**src/hw/rtl/onv_pkg.sv**
```systemverilog
package onv_pkg;

	localparam int GRID_SIZE_DEF = 64;

	// field widths
	localparam int COORD_W     = 6;
	localparam int COORD_MAX_W = 8;
	localparam int SEED_W      = 16;
	localparam int OCT_CNT_W   = 3;
	localparam int BIAS_W      = 12;
	localparam int BIAS_FRAC   = 8;
	localparam int STEP_W      = 16;
	localparam int CFG_IDX_W   = 2;
	localparam int CFG_DATA_W  = 16;

	// datapath widths, sized for the largest grid
	localparam int TOP_W   = 24;
	localparam int MIX_W   = 32;
	localparam int W_W     = 17;
	localparam int ACC_W   = 36;
	localparam int WSUM_W  = 20;
	localparam int MAC_B_W = 17;
	localparam int SUB_W   = 3;

	// divider: quotient always fits 17 bits in every use
	localparam int DIV_Q_W   = 17;
	localparam int DIV_D_W   = 20;
	localparam int DIV_CNT_W = 5;

	localparam logic [CFG_IDX_W-1:0] REG_OCTAVE_COUNT = 2'd0;
	localparam logic [CFG_IDX_W-1:0] REG_BIAS         = 2'd1;
	localparam logic [CFG_IDX_W-1:0] REG_QUANT_STEP   = 2'd2;

	localparam logic OP_WRITE = 1'b0;
	localparam logic OP_EVAL  = 1'b1;

	localparam logic [OCT_CNT_W-1:0] OCT_RESET  = 3'd5;
	localparam logic [BIAS_W-1:0]    BIAS_RESET = 12'd512;
	localparam logic [BIAS_W-1:0]    BIAS_MIN   = 12'd256;
	localparam logic [STEP_W-1:0]    STEP_RESET = 16'd3277;
	localparam logic [W_W-1:0]       W_ONE      = 17'h10000;
	localparam logic [SUB_W-1:0]     SUB_LAST   = 3'd4;

	typedef enum logic [3:0] {
		ST_IDLE,
		ST_READ,
		ST_TOP0,
		ST_TOP1,
		ST_MIX0,
		ST_BOT0,
		ST_BOT1,
		ST_MIX1,
		ST_ACC,
		ST_WDIV,
		ST_WWAIT,
		ST_NDIV,
		ST_NWAIT,
		ST_QDIV,
		ST_QWAIT
	} state_t;

	typedef struct packed {
		logic               start;
		logic [DIV_D_W-1:0] rem_init;
		logic [DIV_Q_W-1:0] low;
		logic [DIV_D_W-1:0] divisor;
	} div_req_t;

	typedef struct packed {
		logic               done;
		logic [DIV_Q_W-1:0] quo;
		logic [DIV_D_W-1:0] rem;
	} div_rsp_t;

endpackage

```
**src/hw/rtl/onv_mac.sv**
```systemverilog
module onv_mac import onv_pkg::*; (
	input  logic [TOP_W-1:0]   a,
	input  logic [MAC_B_W-1:0] b,
	input  logic [ACC_W-1:0]   addend,
	output logic [ACC_W-1:0]   y
);

	logic [TOP_W+MAC_B_W-1:0] prod;

	assign prod = a * b;
	assign y    = addend + prod[ACC_W-1:0];

endmodule

```
**config.mk**
```make
export PLATFORM = sky130hd
export DESIGN_NAME = onv_mac
export DESIGN_NICKNAME = d
export VERILOG_FILES = /design/src/hw/rtl/onv_pkg.sv /design/src/hw/rtl/onv_mac.sv
export SDC_FILE = /design/constraint.sdc
export NUM_CORES = 1
export LEC_CHECK = 0
export ABC_AREA = 1
export BUFFER_PORTS_ARGS = -buffer_cell sky130_fd_sc_hd__buf_2
export CAP_MARGIN = 10
export CORE_MARGIN = 2
export CORE_UTILIZATION = 45
export DETAILED_ROUTE_END_ITERATION = 8
export REMOVE_ABC_BUFFERS = 1
export SYNTH_ARGS = -nofsm -noshare
export SYNTH_HDL_FRONTEND = slang
export SYNTH_SLANG_ARGS = --single-unit
```
**constraint.sdc**
```tcl
create_clock -name vclk -period 15.3
set_input_delay 3.06 -clock vclk [all_inputs]
set_output_delay 3.06 -clock vclk [all_outputs]
set_load 0.02 [all_outputs]
```
Word level (Yosys, flattened, before mapping) --
Cells that the tools add are included.
Word-level totals: register bits 0, input port bits 77
Operators by class: $add $sub $neg 1, multipliers 1
Operator list (number):
- 36-bit adder | 1
- 24-bit by 17-bit multiplier with 36-bit output | 1

Longest topological paths before layout --
depth after elaboration 2, gate-level depth with buffers 27, depth with buffers taken out 25

Worst setup path before layout --
OpenSTA, ideal clock, no wires.
path kind input port to output port, start in a[7], end out y[26], arrival 8.062 ns, slack 4.178 ns, stages on the path 21, path buffers 2, cells stage by stage clkbuf_1 > clkbuf_1 > nand2_1 > fa_1 > inv_1 > fa_1 > inv_1 > fa_1 > inv_1 > fa_1 > fa_1 > inv_1 > fa_1 > inv_1 > ha_1 > nand2_1 > nor2_1 > and2_1 > nand3_1 > nand3_1 > xor2_1
Between the ends: cells in the longest elaborated chain, start to end 2
Ends and longest elaborated chain:
- start: declaration | line onv_mac.sv:2 | input logic [TOP_W-1:0] a,
- 24-bit by 17-bit multiplier with 36-bit output | line onv_mac.sv:10 | assign prod = a * b;
- 36-bit adder | line onv_mac.sv:11 | assign y = addend + prod[ACC_W-1:0];
- end: declaration | line onv_mac.sv:5 | output logic [ACC_W-1:0] y
Every way passes these cells.

Worst setup path in the final report --
start in b[2], end out y[35]
Between the ends: cells in the longest elaborated chain, start to end 2
Ends and longest elaborated chain:
- start: declaration | line onv_mac.sv:3 | input logic [MAC_B_W-1:0] b,
- 24-bit by 17-bit multiplier with 36-bit output | line onv_mac.sv:10
- 36-bit adder | line onv_mac.sv:11
Every way passes these cells.

==> out/qor.txt <==
outcome: complete, no violations
Hold Path Stages: 3
Stages on worst setup path: 22
Setup crit start kind: primary input
Setup Crit Path Kind: primary input to primary output
Antenna Nets Post-Route: 0
post-CTS setup buffer count: 0
HP Class: primary input to primary output
wirelength, routed: 38.59 mm
Buffers on Ports: 113
hold buffers post-CTS: 0
Final Hold Vio Count: 0
DR vias: 11795
Starting Density: 45.65%
Avg Vias per Cell: 4.818
initial antenna violation count: 0
Final Wtd Congestion: 0.8717
Area growth, synth to finish: 5.307%
Post-Syn Area: 14410 sq um
core area: 31560 sq um
critical path's slowest cell: fa_1
RSZ-0062 raised after global routing: no
cell count after synthesis: 2013
setup_tns: 0 ns
FMAX: 0.08529 GHz
Yosys top cell area share: 49.47%
first-pass GRT wire length: 65.38 mm
max-cap violations: 0
Arr. time, crit path: 8.66 ns
final std cells w/o fill: 2448
layout cells sized above 1: 6.452%
initial drt markers: 599
GRT Total Usage: 24.71%
CP max stage delay: 0.56 ns
buffers and inverters on the worst path: 6
Inst Count DP: 2448
# IOs: 113
critical path data required time: 12.24 ns
Final period util: 76.63%
Yosys top cell by area: fa_1
row cnt: 65
final HPWL from detailed placement: 31.92 mm
Syn Area/Cell: 7.157 sq um
synth unique cells: 26
largest net degree at the start of global routing: 25
FILL cells: 3280
CTS resizes: 0
critical path's top delay family: adder cells
num sequential: 0
fin util: 48.08%
# setup viols final: 0
Reg area: 0 sq um
Remaining DRCs: 0
worst slack, placed: 3.533 ns
WL/cell: 15.76 um
full die area: 33460 sq um
Seq/Total Area, Yosys: 0%
vias in the first global route: 13028
min cycle time layout: 11.72 ns
critical-path maximum fanout: 24
crit path cell chain: buf_2 -> nand2_1 -> fa_1 -> fa_1 -> fa_1 -> inv_1 -> fa_1 -> fa_1 -> inv_1 -> fa_1 -> inv_1 -> ha_1 -> nand2_1 -> inv_1 -> nand2_1 -> nand2_1 -> a21oi_1 -> nand2_2 -> a21oi_1 -> nand2_1 -> nand2_1 -> buf_2
max_slew headroom: 55.05%
CLK BUF: 0
warnings from Yosys: 0
nets@finish: 2568
first-pass detailed-route iteration total: 8
Least-Margin Pin Slew: 0.6743 ns
top cells by area, synth: fa_1, inv_1, nand2_1
Synth top cells by count: inv_1, nand2_1, fa_1, ha_1, clkbuf_1
die width: 182.9 um
CP Capture Type: primary output
Die Ht: 182.9 um
Multi-input gate area: 11440 sq um
top-count cell post-synth: inv_1
Overflow after GRT: 0
fin worst setup slack: 3.576 ns
Antenna Cells: 0
max-slew violations: 0
## path summary, 6_finish.rpt
kind | start | to | slack [ns]
worst max-delay path | b[2] | y[35] | 3.58
worst min-delay path | addend[0] | y[0] | 6.46
## per-layer routing
layer / share of wire, % / track usage (%) / up-vias
met4: 2.4 / 5.696 / 0
met2: 53 / 46.47 / 339
met1: 40 / 30.97 / 5875
met3: 4.6 / 1.728 / 59
met5: 0 / 0 / -
li1: - / - / 5522
## worst min-delay path, cell delays in order
cell   delay [ns]
buf_2        0.08
ha_1         0.11
buf_2        0.15
## layout make-up
class                      instances  share of cell area [%]
inverter                         709                   17.54
multi-input combinational       1224                   75.41
tap                              402                   3.315
timing repair buffer             113                   3.728
## cell families after synthesis
family | synth area share, %
buffers and inverters | 20.58
and+or+nand+nor | 19.64
adders and majority gates | 57.03
AOI/OAI and AO/OA | 1.780
xor gates and xnor gates | 0.9728
## per-stage QoR
step / hold WS, ns / cell area [sq um]
after floorplan: 6.330 / 14100
after global placement: 6.459 / 15170
after global routing: 6.480 / 15170
final: 6.456 / 15170
after CTS: 6.459 / 15170
after detailed placement: 6.457 / 15170
## cell usage in the layout (no fill, tap or decap), drive strengths merged
master / instances
nor3: 5
nand4: 6
inv: 709
xnor2: 1
a21o: 2
o21a: 2
o21ai: 7
and2: 3
fa: 356
xor2: 15
a21oi: 27
nor2: 47
buf: 113
nand3: 36
nand2: 623
o21bai: 7
ha: 87
Power is left out: the tool's default activity adds up to more than one toggle a clock period on the data nets, which glitch-free logic cannot reach.
