<file path="src/hw/rtl/onv_pkg.sv">
package onv_pkg;

	localparam int GRID_SIZE_DEF = 64;

	// field widths
	localparam int COORD_W     = 6;
	localparam int COORD_MAX_W = 8;
	localparam int SEED_W      = 16;
	localparam int OCT_CNT_W   = 3;
	localparam int BIAS_W      = 12;
	localparam int BIAS_FRAC   = 8;
	localparam int STEP_W      = 16;
	localparam int CFG_IDX_W   = 2;
	localparam int CFG_DATA_W  = 16;

	// datapath widths, sized for the largest grid
	localparam int TOP_W   = 24;
	localparam int MIX_W   = 32;
	localparam int W_W     = 17;
	localparam int ACC_W   = 36;
	localparam int WSUM_W  = 20;
	localparam int MAC_B_W = 17;
	localparam int SUB_W   = 3;

	// divider: quotient always fits 17 bits in every use
	localparam int DIV_Q_W   = 17;
	localparam int DIV_D_W   = 20;
	localparam int DIV_CNT_W = 5;

	localparam logic [CFG_IDX_W-1:0] REG_OCTAVE_COUNT = 2'd0;
	localparam logic [CFG_IDX_W-1:0] REG_BIAS         = 2'd1;
	localparam logic [CFG_IDX_W-1:0] REG_QUANT_STEP   = 2'd2;

	localparam logic OP_WRITE = 1'b0;
	localparam logic OP_EVAL  = 1'b1;

	localparam logic [OCT_CNT_W-1:0] OCT_RESET  = 3'd5;
	localparam logic [BIAS_W-1:0]    BIAS_RESET = 12'd512;
	localparam logic [BIAS_W-1:0]    BIAS_MIN   = 12'd256;
	localparam logic [STEP_W-1:0]    STEP_RESET = 16'd3277;
	localparam logic [W_W-1:0]       W_ONE      = 17'h10000;
	localparam logic [SUB_W-1:0]     SUB_LAST   = 3'd4;

	typedef enum logic [3:0] {
		ST_IDLE,
		ST_READ,
		ST_TOP0,
		ST_TOP1,
		ST_MIX0,
		ST_BOT0,
		ST_BOT1,
		ST_MIX1,
		ST_ACC,
		ST_WDIV,
		ST_WWAIT,
		ST_NDIV,
		ST_NWAIT,
		ST_QDIV,
		ST_QWAIT
	} state_t;

	typedef struct packed {
		logic               start;
		logic [DIV_D_W-1:0] rem_init;
		logic [DIV_Q_W-1:0] low;
		logic [DIV_D_W-1:0] divisor;
	} div_req_t;

	typedef struct packed {
		logic               done;
		logic [DIV_Q_W-1:0] quo;
		logic [DIV_D_W-1:0] rem;
	} div_rsp_t;

endpackage

</file>
<file path="src/hw/rtl/onv_div.sv">
module onv_div import onv_pkg::*; (
	input  logic     clk,
	input  logic     arst_n,
	input  div_req_t req,
	output div_rsp_t rsp
);

	logic [DIV_D_W-1:0]   rem_q;
	logic [DIV_Q_W-1:0]   quo_q;
	logic [DIV_D_W-1:0]   d_q;
	logic [DIV_CNT_W-1:0] cnt_q;
	logic                 run_q;
	logic                 done_q;

	logic [DIV_D_W:0] trial;
	logic [DIV_D_W:0] diff;
	logic             ge;

	// restoring, one quotient bit per cycle; rem_init must already be below the divisor
	assign trial = {rem_q, quo_q[DIV_Q_W-1]};
	assign diff  = trial - {1'b0, d_q};
	assign ge    = trial >= {1'b0, d_q};

	always_ff @(posedge clk or negedge arst_n) begin
		if (!arst_n) begin
			run_q  <= 1'b0;
			done_q <= 1'b0;
			cnt_q  <= '0;
		end else begin
			done_q <= 1'b0;
			if (req.start) begin
				run_q <= 1'b1;
				cnt_q <= DIV_CNT_W'(DIV_Q_W);
			end else if (run_q) begin
				cnt_q <= cnt_q - 1'b1;
				if (cnt_q == DIV_CNT_W'(1)) begin
					run_q  <= 1'b0;
					done_q <= 1'b1;
				end
			end
		end
	end

	always_ff @(posedge clk) begin
		if (req.start) begin
			rem_q <= req.rem_init;
			quo_q <= req.low;
			d_q   <= req.divisor;
		end else if (run_q) begin
			rem_q <= ge ? diff[DIV_D_W-1:0] : trial[DIV_D_W-1:0];
			quo_q <= {quo_q[DIV_Q_W-2:0], ge};
		end
	end

	assign rsp.done = done_q;
	assign rsp.quo  = quo_q;
	assign rsp.rem  = rem_q;

endmodule

</file>
<file path="config.mk">
export PLATFORM = sky130hd
export DESIGN_NAME = onv_div
export DESIGN_NICKNAME = d
export VERILOG_FILES = /design/src/hw/rtl/onv_pkg.sv /design/src/hw/rtl/onv_div.sv
export SDC_FILE = /design/constraint.sdc
export NUM_CORES = 1
export LEC_CHECK = 0
export BUFFER_PORTS_ARGS = -buffer_cell sky130_fd_sc_hd__buf_2
export CORE_MARGIN = 2
export CORE_UTILIZATION = 45
export DETAILED_ROUTE_END_ITERATION = 6
export HOLD_SLACK_MARGIN = 0.03
export PLACE_DENSITY_LB_ADDON = 0.1
export SKIP_LAST_GASP = 1
export SLEW_MARGIN = 25
export SYNTH_ARGS = -nofsm -noshare
export SYNTH_HDL_FRONTEND = slang
export SYNTH_SLANG_ARGS = --single-unit
</file>
<file path="constraint.sdc">
create_clock -name clk -period 2.6 [get_ports clk]
set_input_delay 0.78 -clock clk [delete_from_list [all_inputs] [get_ports clk]]
set_output_delay 0.78 -clock clk [all_outputs]
set_load 0.03 [all_outputs]
</file>
# ---- Yosys cells after proc, flatten, opt, wreduce, memory -nomap -nowiden
# Index checks and enable logic that the tools add are counted.
dict set report word_totals {
  inputBits 60
  mem_count 0
  latch_bits 0
  regBits 64
  elab_cells 24
  out_inout_bits 38
  ramBits 0
  rom_bits 0
}
dict set report classes {
  eq_ne 1
  bitwise 0
  n_lt_le_gt_ge 1
  n_reduce_logical 1
  muxes 13
  addsub 2
  mul 0
  shift 0
  n_div 0
}
# op n
set op_table {}
lappend op_table {{2-to-1 mux 20 bit} 3}
lappend op_table {{2-to-1 mux 17 bit} 2}
lappend op_table {{>= comparator 21 x 20 -> 1 bit} 1}
lappend op_table {{subtractor 20 bit} 1}
lappend op_table {{2-to-1 mux 5 bit} 2}
lappend op_table {{2-to-1 mux 1 bit} 6}
lappend op_table {{equality test 5 x 1 -> 1 bit, second input constant} 1}
lappend op_table {{subtractor 5 x 1 -> 5 bit, second input constant} 1}
lappend op_table {{nonzero test 2 bit} 1}

# ---- Depth between registers and ports, before layout
# Gate-level depths: netlist of the first run.
dict set report depth {
  word_depth 4
  ltp_mapped 12
  mapped_depth_nobuf 11
}

# ---- Worst setup path after synthesis of the first run
# Ideal clock, no wire load.
dict set report synth_path {
  path_kind {flip-flop to flip-flop}
  from {register quo_q[16]}
  to {register rem_q[16] (data pin)}
  slack_ns -0.206
  setup_time_ns 0.261
  required_time_ns 2.339
  n_path_buf 0
  stages_incl_launch_ff 12
  arrival_ns 2.545
  period_less_slack_ns 2.806
  path_cell_list {edfxtp_1 > inv_1 > ha_1 > inv_1 > fa_1 > a21o_1 > a221o_1 > o22ai_2 > nor3_1 > a311oi_2 > xnor2_1 > a221o_1}
}
dict set report synth_via {
  elab_chain_len 4
  word_cells_on_any_way 5
  cone_classes {add/sub: 1; order compare: 1; mux: 3}
}
# element line_no
set synth_rtl {}
lappend synth_rtl {{from (decl)} onv_div.sv:9} ;# logic [DIV_Q_W-1:0] quo_q;
lappend synth_rtl {{from (signal assigned)} onv_div.sv:47} ;# quo_q <= req.low;
lappend synth_rtl {{from (signal assigned)} onv_div.sv:51} ;# quo_q <= {quo_q[DIV_Q_W-2:0], ge};
lappend synth_rtl {{subtractor 20 bit / >= comparator 21 x 20 -> 1 bit (equally long branches)} {onv_div.sv:21, onv_div.sv:22}}
lappend synth_rtl {{2-to-1 mux 20 bit *} onv_div.sv:50} ;# rem_q <= ge ? diff[DIV_D_W-1:0] : trial[DIV_D_W-1:0];
lappend synth_rtl {{2-to-1 mux 20 bit *} onv_div.sv:49} ;# end else if (run_q) begin
lappend synth_rtl {{2-to-1 mux 20 bit *} onv_div.sv:45} ;# if (req.start) begin
lappend synth_rtl {{to (signal assigned)} onv_div.sv:46} ;# rem_q <= req.rem_init;
lappend synth_rtl {{to (signal assigned)} onv_div.sv:50}
lappend synth_rtl {{to (decl)} onv_div.sv:8} ;# logic [DIV_D_W-1:0] rem_q;
# Every way passes the cells marked *; elsewhere a longest branch is shown, timed or not. The select of a mux whose other input is x is not followed.
# A chain may end at the register's enable or synchronous reset.

# ---- Worst setup path in the final report of the first run
dict set report layout_path {
  from {register quo_q[16]}
  to {register rem_q[18] (data pin)}
}
# The elaborated chain is that of the path after synthesis.

==> metrics.yaml, run 1 <==
cts:
  cts_tree: "yes"
  path_clk_slew_ns: 0.08
  clockBufferDepth: 2
  root_buffer: "clkbuf_8"
  numCtsBuffers: 9
  clkLatencyLatePin_ns: 0.35
  cts_sinks: 64
  ctsHoldBuffers: 0
  htreeDepth: 3
timing:
  worstMarginPinSlew_ns: 0.438
  maxSlewViolCount: 0
  finalCritPeriodShare: 1.03
  max_slew_margin: 0.708
  setup_ws_ns: -0.0785
  setup_violations: 3
  final.min_clock_period_ns: 2.68
  fmax_ghz: 0.373
  rsz0062_at_grt: "yes"
  hold_viol: 0
  finClkSkew_ns: 0.0123
flow_run:
  cap_violations: 0
worst_setup_path:
  cp.required_ns: 2.70
  endpoint_kind: "register"
  start_kind: "register"
  ff2ff_path_depth: 11
  cpPeakStageDelay_ns: 0.39
  cp_slowest_cell: "edfxtp_1"
  path_class: "register to register"
  cp_cell_sequence: "inv_1 -> ha_2 -> inv_2 -> fa_2 -> a21o_1 -> a221o_1 -> o21ai_2 -> o31ai_2 -> a21oi_1 -> xnor2_1 -> a221o_1"
  cp_common_cell: "a221o_1"
  cp-startpoint: "quo_q[16]$_DFFE_PP_"
  crit_fanout: 3
  crit_arrival_ns: 2.78
  regToRegStartpoint: "quo_q[16]$_DFFE_PP_"
floorplanning:
  die_x_um: 96.7
  die_area_um2: 9360
  core-area_um2: 8260
  ios: 98
  start_util: 0.469
  rows: 33
  fp.dieH_um: 96.7
layout:
  final_cell_mix: "buf_2 (97), edfxtp_1 (57), buf_4 (57)"
  final_area_um2: 5170
  drive_above_1_share: 0.434
  syn2layout_area_growth_pct: 33.7
  layout_commonest_cell: "buf_2"
  n_fill_cell: 696
  diodes: 0
  nets: 576
  utilization: 0.626
logic_synthesis:
  synth_flop_cell: "edfxtp_1"
  syn_area_um2: 3870
  synth-xor-area-share: 0.0385
  synth.ff_latch_count: 64
  synth_edf_count: 57
  syn_nets: 429
  synth_top_family_by_area: "compound AO/OA/AOI/OAI gates"
  synth-compound-area-share: 0.149
  async_flop_share: 0.109
  postSynthAreaPerCell_um2: 11.2
  ys_seq_area_frac: 0.488
  synthMuxAreaShare: 0.0782
  syn_inst: 346
  ys_types: 50
  ys_warn_count: 0
  synth_top_area_cell: "edfxtp_1"
  synth-simple-area-share: 0.112
  synth_area_leaders: "edfxtp_1 (44%), ha_1 (7.1%), mux2_2 (5.2%)"
  synthAdderAreaFrac: 0.0763
  synth_top_area_frac: 0.442
worst_hold_path:
  hold_class: "input pin to async pin"
placement:
  placed_cell_area_um2: 4750
  post-dp-hpwl_um: 6920
  portBuffers: 97
  routabilityCongestion: 0.899
  dp_slack_ns: -0.111
global_routing:
  grt_pass1_vias: 3225
  grt_pass1_wl_um: 15500
  grt_start_max_net_pins: 28
  grt_usage: 0.203
  antenna_found_initial: 0
  overflow: 0
outcome:
  status: "complete, but fails checks"
  violations: "setup timing"
route:
  drc_errors: 0
  wirelength_um: 9450
  first_iter_violations: 83
  via_per_inst: 5.18
  vias: 3125
  drt-wirelength-per-cell_um: 15.7
  first_pass_iters: 5
  ant_nets: 0
pwr:
  leakagePower_nw: 2.34
  ir_worst_vdd_mv: 0.538
  p_per_area_nw_per_um2: 1260
[final cells by class]
| cell class | count | area (um2) | area share |
|---|---|---|---|
| well taps | 105 | 131 | 0.0254 |
| clock inverters | 7 | 96.3 | 0.0186 |
| repair buffers | 157 | 947 | 0.183 |
| clock buffers | 9 | 124 | 0.0239 |
| flip-flops and latches | 64 | 1890 | 0.365 |
| inverters | 30 | 113 | 0.0218 |
| multi-input cells | 231 | 1870 | 0.362 |
[where the power goes]
part           switching, W  internal [W]
combinational       0.00207       0.00176
clock              0.000438      0.000540
sequential         0.000222       0.00151
total               0.00273       0.00380
[logic make-up after synthesis]
logic type | after synthesis
DFF | 64
AOI/OAI and AO/OA | 78
xor gates and xnor gates | 17
buffers and inverters | 51
muxes | 28
and+or+nand+nor | 85
adders and majority gates | 23
[state kept, by name, indices dropped and copies added, names as in the netlist]
| register | flops |
|---|---|
| d_q | 20 |
| rem_q | 20 |
| quo_q | 17 |
| run_q | 1 |
| cnt_q | 5 |
| done_q | 1 |
[synthesized netlist by cell type (3+ instances only)]
cell type  count
a21o_1        11
a21oi_1       16
a221o_1        5
a31oi_1        7
and3_1         3
buf_2          4
buf_6          3
clkbuf_1      11
dfrtp_1        7
edfxtp_1      57
ha_1          22
inv_1         30
mux2_2        18
mux2i_1       10
nand2_1       23
nand2b_1       4
nand3_1        8
nand4_1        8
nor2_1        16
nor3_1         7
nor3b_1        5
o211ai_1       4
o21ai_0       12
o311ai_1       5
o31ai_1        3
or3_1          3
xnor2_1       11
xor2_1         6
[layer usage]
| metal | up-vias | global-route usage | wire length [um] |
|---|---|---|---|
| li1 | 1581 | - | - |
| met4 | 0 | 0.0455 | 78 |
| met5 | - | 0 | 0 |
| met2 | 79 | 0.317 | 4370 |
| met3 | 7 | 0.0636 | 538 |
| met1 | 1458 | 0.278 | 4460 |
[path summary, 6_finish.rpt]
path	endpoint	slack [ns]
max	rem_q[18]$_DFFE_PP_	-0.08
max reg2reg	rem_q[18]$_DFFE_PP_	-0.08
min reg2reg	cnt_q[4]$_DFFE_PN0P_	0.52
min	cnt_q[3]$_DFFE_PN0P_	0.25
max in group asynchronous	done_q$_DFF_PN0_	2.19
min in group clk	cnt_q[4]$_DFFE_PN0P_	0.52
[what timing repair did]
action	4_1_cts	5_1_grt
pin swaps	4	5
endpoints found under the setup margin	6	20
buffers inserted	2	8
resized for setup	3	21
cloned	0	1
[critical path: cells and delay by family (launching register included)]
family / cells / cell delay (ns)
compound gates: 6 / 1.35
flops: 1 / 0.39
fa+ha+maj: 2 / 0.50
buf+inv: 2 / 0.11
xor+xnor: 1 / 0.09
[per-stage QoR]
step / std cells / power [W] / TNS, ns / hold slack [ns]
6_report: 603 / 0.00654 / -0.144 / 0.253
5_1_grt: 603 / 0.00698 / -0.759 / 0.250
4_1_cts: 594 / 0.00626 / -0.112 / 0.242
3_5_place_dp: 576 / 0.00522 / -0.169 / 0.507
3_3_place_gp: 576 / 0.00519 / -0.114 / 0.499
2_1_floorplan: 346 / 0.00411 / -0.263 / 0.481
(Power assumes the default switching activity.)
==> run 2: changes to the inputs <==
--- a/config.mk
+++ b/config.mk
@@ -11,7 +11,6 @@
 export DETAILED_ROUTE_END_ITERATION = 6
 export HOLD_SLACK_MARGIN = 0.03
 export PLACE_DENSITY_LB_ADDON = 0.1
-export SKIP_LAST_GASP = 1
 export SLEW_MARGIN = 25
 export SYNTH_ARGS = -nofsm -noshare
 export SYNTH_HDL_FRONTEND = slang
==> run 2 against run 1 <==
The run still ends with setup timing left. Routed wire length grew 0.13%. Register-to-register slack hardly changed. Highest routed layer unchanged. Critical endpoint unchanged. Non-clock buffer count unchanged. Utilization grew 0.18 points.
==> metrics.yaml, run 2 (same netlist as run 1, synthesis figures left out) <==
outcome:
  status: "complete, but fails checks"  # unchanged
  violations: "setup timing"  # unchanged
route:
  drt-wirelength-per-cell_um: 15.7  # about the same
  ant_nets: 0  # unchanged
  vias: 3150  # was 3125
  first_pass_iters: 6  # was 5
  first_iter_violations: 98  # was 83
  via_per_inst: 5.22  # was 5.18
  drc_errors: 0  # unchanged
  wirelength_um: 9460  # was 9450 um
layout:
  layout_commonest_cell: "buf_2"  # unchanged
  n_fill_cell: 694  # was 696
  reg_top3: "d_q: 20 flops, rem_q: 20 flops, quo_q: 17 flops"  # unchanged
  final_cell_mix: "buf_2 (97), edfxtp_1 (57), buf_4 (57)"  # unchanged
  drive_above_1_share: 0.442  # was 0.434
  nets: 576  # unchanged
  multi_input_area_um2: 1890  # was 1870 um2
  syn2layout_area_growth_pct: 34.0  # was 33.7%
  diodes: 0  # unchanged
  seqCellArea_um2: 1890  # unchanged
  stdcell_count: 603  # unchanged
  final_area_um2: 5190  # was 5170 um2
worst_setup_path:
  crit_family: "compound AO/OA/AOI/OAI gates"  # unchanged
  cp.required_ns: 2.70  # about the same
  start_kind: "register"  # unchanged
  cpPeakStageDelay_ns: 0.39  # about the same
  path_buf_inv: 2  # unchanged
  crit_arrival_ns: 2.77  # was 2.78 ns
  crit_fanout: 3  # unchanged
  cp_cell_sequence: "inv_1 -> ha_2 -> inv_2 -> fa_2 -> a21o_1 -> a221o_1 -> o21ai_2 -> o31ai_2 -> a21oi_1 -> xnor2_1 -> a221o_1"  # unchanged
  path_class: "register to register"  # unchanged
  cp_common_cell: "a221o_1"  # unchanged
  endpoint_kind: "register"  # unchanged
  cp_slowest_cell: "edfxtp_1"  # unchanged
pwr:
  leakagePower_nw: 2.35  # was 2.34 nW
  p_per_area_nw_per_um2: 1260  # about the same
  ir_worst_vdd_mv: 0.540  # was 0.538 mV
placement:
  placed_cell_area_um2: 4750  # unchanged
  portBuffers: 97  # unchanged
  dp_slack_ns: -0.111  # unchanged
  routabilityCongestion: 0.899  # unchanged
  dp_cells: 576  # unchanged
  post-dp-hpwl_um: 6920  # unchanged
floorplanning:
  ios: 98  # unchanged
  fp.dieH_um: 96.7  # unchanged
  die_area_um2: 9360  # unchanged
  core-area_um2: 8260  # unchanged
  rows: 33  # unchanged
  start_util: 0.469  # unchanged
  die_x_um: 96.7  # unchanged
timing:
  fmax_ghz: 0.374  # was 0.373 GHz
  setup_violations: 2  # was 3
  max_slew_margin: 0.707  # was 0.708
  maxSlewViolCount: 0  # unchanged
  final.min_clock_period_ns: 2.68  # about the same
  rsz0062_at_grt: "yes"  # unchanged
  setup_ws_ns: -0.0772  # was -0.0785 ns
  finalCritPeriodShare: 1.03  # about the same
  hold_viol: 0  # unchanged
  finClkSkew_ns: 0.0122  # was 0.0123 ns
  worstMarginPinSlew_ns: 0.439  # was 0.438 ns
  final.setup.tns_ns: -0.123  # was -0.144 ns
global_routing:
  met2_usage: 0.317  # unchanged
  grt_usage: 0.203  # unchanged
  overflow: 0  # unchanged
  grt_start_max_net_pins: 28  # unchanged
  busiest_layer: "met2"  # unchanged
  met1_usage: 0.278  # unchanged
  grt_util_met3: 0.0636  # unchanged
  grt_pass1_wl_um: 15500  # unchanged
  grt_pass1_vias: 3225  # unchanged
  antenna_found_initial: 0  # unchanged
cts:
  path_clk_slew_ns: 0.08  # about the same
  ctsHoldBuffers: 0  # unchanged
  clockBufferDepth: 2  # unchanged
  root_buffer: "clkbuf_8"  # unchanged
  cts_tree: "yes"  # unchanged
  clkLatencyLatePin_ns: 0.35  # about the same
  numCtsBuffers: 9  # unchanged
  cts_sinks: 64  # unchanged
  htreeDepth: 3  # unchanged
worst_hold_path:
  hold_class: "input pin to async pin"  # unchanged
flow_run:
  cap_violations: 0  # unchanged
-- run 2: repair_timing --
item                                    CTS  global route
setup buffers                             2             8
hold endpoints to repair                  0             0
resized for setup                         3            27
endpoints found under the setup margin    6            20
cloned                                    0             1
pin swaps                                 4             5
-- run 2: metal layers --
metal	part of all wire	vias up
met4	0.0082	0
met3	0.061	7
met5	0	-
li1	-	1580
met2	0.46	94
met1	0.47	1469
-- run 2: power breakdown --
group          switching, W  internal, W
clock network      0.000438     0.000540
logic               0.00208      0.00177
registers          0.000222      0.00151
-- run 2: path summary, 6_finish.rpt --
path,cells after the start,from,slack (ns),end
setup / recovery,11,quo_q[16]$_DFFE_PP_,-0.08,rem_q[18]$_DFFE_PP_
hold / removal,1,arst_n,0.25,cnt_q[3]$_DFFE_PN0P_
setup reg to reg,11,quo_q[16]$_DFFE_PP_,-0.08,rem_q[18]$_DFFE_PP_
hold reg to reg,2,cnt_q[4]$_DFFE_PN0P_,0.52,cnt_q[4]$_DFFE_PN0P_
max in group asynchronous,1,arst_n,2.19,done_q$_DFF_PN0_
min in group clk,2,cnt_q[4]$_DFFE_PN0P_,0.52,cnt_q[4]$_DFFE_PN0P_
-- run 2: metrics by stage --
stage / utilization / power (W) / hold slack (ns)
final: 0.628 / 0.00655 / 0.253
after global routing: 0.628 / 0.00699 / 0.250
after CTS: 0.605 / 0.00626 / 0.242
after detailed placement: 0.575 / 0.00522 / 0.507
after global placement: 0.575 / 0.00519 / 0.499
after floorplan: - / 0.00411 / 0.481
-- run 2: final cells by class --
| type | count | area share |
|---|---|---|
| multi-input cells | 231 | 0.364 |
| flip-flops and latches | 64 | 0.364 |
| repair buffers | 157 | 0.183 |
| well taps | 105 | 0.0253 |
| clock buffers | 9 | 0.0239 |
| inverters | 30 | 0.0217 |
| clock inverters | 7 | 0.0186 |
==> run 3: changes to the inputs <==
--- a/config.mk
+++ b/config.mk
@@ -5,10 +5,10 @@
 export SDC_FILE = /design/constraint.sdc
 export NUM_CORES = 1
 export LEC_CHECK = 0
-export BUFFER_PORTS_ARGS = -buffer_cell sky130_fd_sc_hd__buf_2
 export CORE_MARGIN = 2
 export CORE_UTILIZATION = 45
 export DETAILED_ROUTE_END_ITERATION = 6
+export DONT_BUFFER_PORTS = 1
 export HOLD_SLACK_MARGIN = 0.03
 export PLACE_DENSITY_LB_ADDON = 0.1
 export SLEW_MARGIN = 25
==> run 3 against run 2 <==
The run still ends with setup timing left. Final cell count down 16%. Critical path type unchanged. First-iteration DRC count up 27%. Fmax up 0.97%. Cell area down 9.4%. Clock power down 9.0%. Non-clock buffer count down 97. Count of clock-buffer cells in the layout up 3. Register-to-register slack better by 0.03 ns. Utilization down 5.9 points. Global-route usage down 0.87 points. Hold slack worse by 0.14 ns. Combinational power down 8.1%.
==> metrics.yaml, run 3 (same netlist as run 1, synthesis figures left out) <==
floorplanning:
  start_util: 0.469  # unchanged
  ios: 98  # unchanged
  die_area_um2: 9360  # unchanged
  die_x_um: 96.7  # unchanged
  rows: 33  # unchanged
  fp.dieH_um: 96.7  # unchanged
  core-area_um2: 8260  # unchanged
route:
  via_per_inst: 5.58  # was 5.22
  drc_errors: 0  # unchanged
  drt-wirelength-per-cell_um: 17.8  # was 15.7 um
  vias: 2825  # was 3150
  wirelength_um: 9030  # was 9460 um
  ant_nets: 0  # unchanged
  first_pass_iters: 5  # was 6
  first_iter_violations: 124  # was 98
placement:
  dp_cells: 483  # was 576
  routabilityCongestion: 0.849  # was 0.899
  post-dp-hpwl_um: 6410  # was 6920 um
  placed_cell_area_um2: 4290  # was 4750 um2
  dp_slack_ns: -0.118  # was -0.111 ns
  portBuffers: 0  # was 97
cts:
  clockBufferDepth: 2  # unchanged
  path_clk_slew_ns: 0.07  # was 0.08 ns
  numCtsBuffers: 9  # unchanged
  cts_tree: "yes"  # unchanged
  htreeDepth: 3  # unchanged
  clkLatencyLatePin_ns: 0.35  # about the same
  root_buffer: "clkbuf_8"  # unchanged
  ctsHoldBuffers: 0  # unchanged
  cts_sinks: 64  # unchanged
layout:
  drive_above_1_share: 0.309  # was 0.442
  layout_commonest_cell: "buf_4"  # was buf_2
  nets: 479  # was 576
  final_area_um2: 4700  # was 5190 um2
  syn2layout_area_growth_pct: 21.5  # was 34.0%
  final_cell_mix: "buf_4 (58), edfxtp_1 (57), inv_1 (28)"  # was buf_2 (97), edfxtp_1 (57), buf_4 (57)
  diodes: 0  # unchanged
  stdcell_count: 506  # was 603
  reg_top3: "d_q: 20 flops, rem_q: 20 flops, quo_q: 17 flops"  # unchanged
pwr:
  clkPwrFrac: 0.141  # was 0.149
  p_switching_w: 0.00265  # was 0.00274 W
  p_comb_frac: 0.562  # was 0.587
  p_seq_frac: 0.297  # was 0.264
  sw_frac_of_total: 0.421  # was 0.418
  leakagePower_nw: 1.95  # was 2.35 nW
  p_int_w: 0.00364  # was 0.00381 W
  ir_worst_vdd_mv: 0.498  # was 0.540 mV
  p_per_area_nw_per_um2: 1340  # was 1260 nW/um2
worst_setup_path:
  cp_common_cell: "a221o_1"  # unchanged
  path_class: "register to register"  # unchanged
  cpPeakStageDelay_ns: 0.38  # was 0.39 ns
  crit_arrival_ns: 2.75  # was 2.77 ns
  cp-startpoint: "quo_q[16]$_DFFE_PP_"  # unchanged
  endpoint_kind: "register"  # unchanged
  crit_fanout: 3  # unchanged
  cp_cell_sequence: "inv_1 -> ha_2 -> inv_2 -> fa_2 -> a21o_1 -> a221o_1 -> o21ai_2 -> o31ai_2 -> a21oi_2 -> xnor2_1 -> a221o_1"  # was inv_1 -> ha_2 -> inv_2 -> fa_2 -> a21o_1 -> a221o_1 -> o21ai_2 -> o31ai_2 -> a21oi_1 -> xnor2_1 -> a221o_1
  ff2ff_path_depth: 11  # unchanged
  r2r_setup_slack_ns: -0.05  # was -0.08 ns
  reg2reg_to: "rem_q[18]$_DFFE_PP_"  # unchanged
  start_kind: "register"  # unchanged
  regToRegStartpoint: "quo_q[16]$_DFFE_PP_"  # unchanged
  cp-endpoint: "rem_q[18]$_DFFE_PP_"  # unchanged
  cp_slowest_cell: "edfxtp_1"  # unchanged
  cp.required_ns: 2.70  # about the same
global_routing:
  antenna_found_initial: 0  # unchanged
  grt_usage: 0.194  # was 0.203
  grt_pass1_wl_um: 14600  # was 15500 um
  grt_pass1_vias: 2871  # was 3225
  grt_start_max_net_pins: 73  # was 28
  overflow: 0  # unchanged
outcome:
  status: "complete, but fails checks"  # unchanged
  violations: "setup timing"  # unchanged
timing:
  hold_viol: 0  # unchanged
  finClkSkew_ns: 0.0128  # was 0.0122 ns
  maxSlewViolCount: 0  # unchanged
  finalCritPeriodShare: 1.02  # was 1.03
  hold_ws_ns: 0.117  # was 0.253 ns
  worstMarginPinSlew_ns: 0.916  # was 0.439 ns
  setup_violations: 2  # unchanged
  final.min_clock_period_ns: 2.65  # was 2.68 ns
  rsz0062_at_grt: "yes"  # unchanged
  fmax_ghz: 0.377  # was 0.374 GHz
  final.setup.tns_ns: -0.0855  # was -0.123 ns
  setup_ws_ns: -0.0514  # was -0.0772 ns
  max_slew_margin: 0.390  # was 0.707
worst_hold_path:
  hold_class: "input pin to async pin"  # unchanged
flow_run:
  cap_violations: 0  # unchanged
## run 3: changes by cell type in the layout (fill, tap and decap cells not counted), sizes merged
cell,previous run,this run
clkinv,3,2
clkbuf,9,12
bufinv,2,0
buf,157,60
## run 3: final cells by class
type,count,area (um2)
Tap cell,105,131
Clock buffer,12,178
Inverter,30,113
Timing Repair Buffer,60,462
Fill cell,740,3560
Sequential cell,64,1890
Multi-Input combinational cell,231,1910
Clock inverter,4,25.0
## run 3: per-stage QoR
| step | utilization | total power (W) |
|---|---|---|
| after CTS | 0.546 | 0.00604 |
| final | 0.569 | 0.00629 |
| after detailed placement | 0.520 | 0.00510 |
| after floorplan | - | 0.00411 |
| after global routing | 0.569 | 0.00672 |
| after global placement | 0.520 | 0.00507 |
## run 3: worst max-delay path, delay by kind of cell (launching register included)
kind | cells | cell delay, ns
buffers and inverters | 2 | 0.12
DFF | 1 | 0.38
xor gates and xnor gates | 1 | 0.07
adders and majority gates | 2 | 0.53
AOI/OAI and AO/OA | 6 | 1.32
## run 3: timing repair
action	CTS	global route
setup buffers	1	6
resized for setup	2	27
setup endpoints to repair	2	20
pin swaps	2	6
## run 3: metal layers
layer | vias up | GRT usage | wire length, um
li1 | 1385 | - | -
met5 | - | 0 | 0
met1 | 1348 | 0.245 | 4090
met4 | 0 | 0.0563 | 74
met3 | 6 | 0.0751 | 671
met2 | 86 | 0.310 | 4200
## run 3: power groups by stage
stage	Combinational, W	Clock (W)	Sequential, W
5_1_grt	0.00387	0.000949	0.00191
4_1_cts	0.00328	0.000909	0.00185
6_report	0.00354	0.000890	0.00187
3_3_place_gp	0.00320	0	0.00186
2_1_floorplan	0.00195	0	0.00216
3_5_place_dp	0.00324	0	0.00186
## run 3: how the worst min path moves through the flow
stage	from	depth (start not counted)	slack (ns)	endpoint
final	arst_n	0	0.12	cnt_q[2]$_DFFE_PN0P_
after global routing	arst_n	0	0.10	cnt_q[0]$_DFFE_PN0P_
after floorplan	arst_n	0	0.48	cnt_q[0]$_DFFE_PN0P_
after detailed placement	arst_n	0	0.48	cnt_q[1]$_DFFE_PN0P_
after CTS	arst_n	0	0.10	cnt_q[3]$_DFFE_PN0P_
after global placement	arst_n	0	0.48	cnt_q[1]$_DFFE_PN0P_
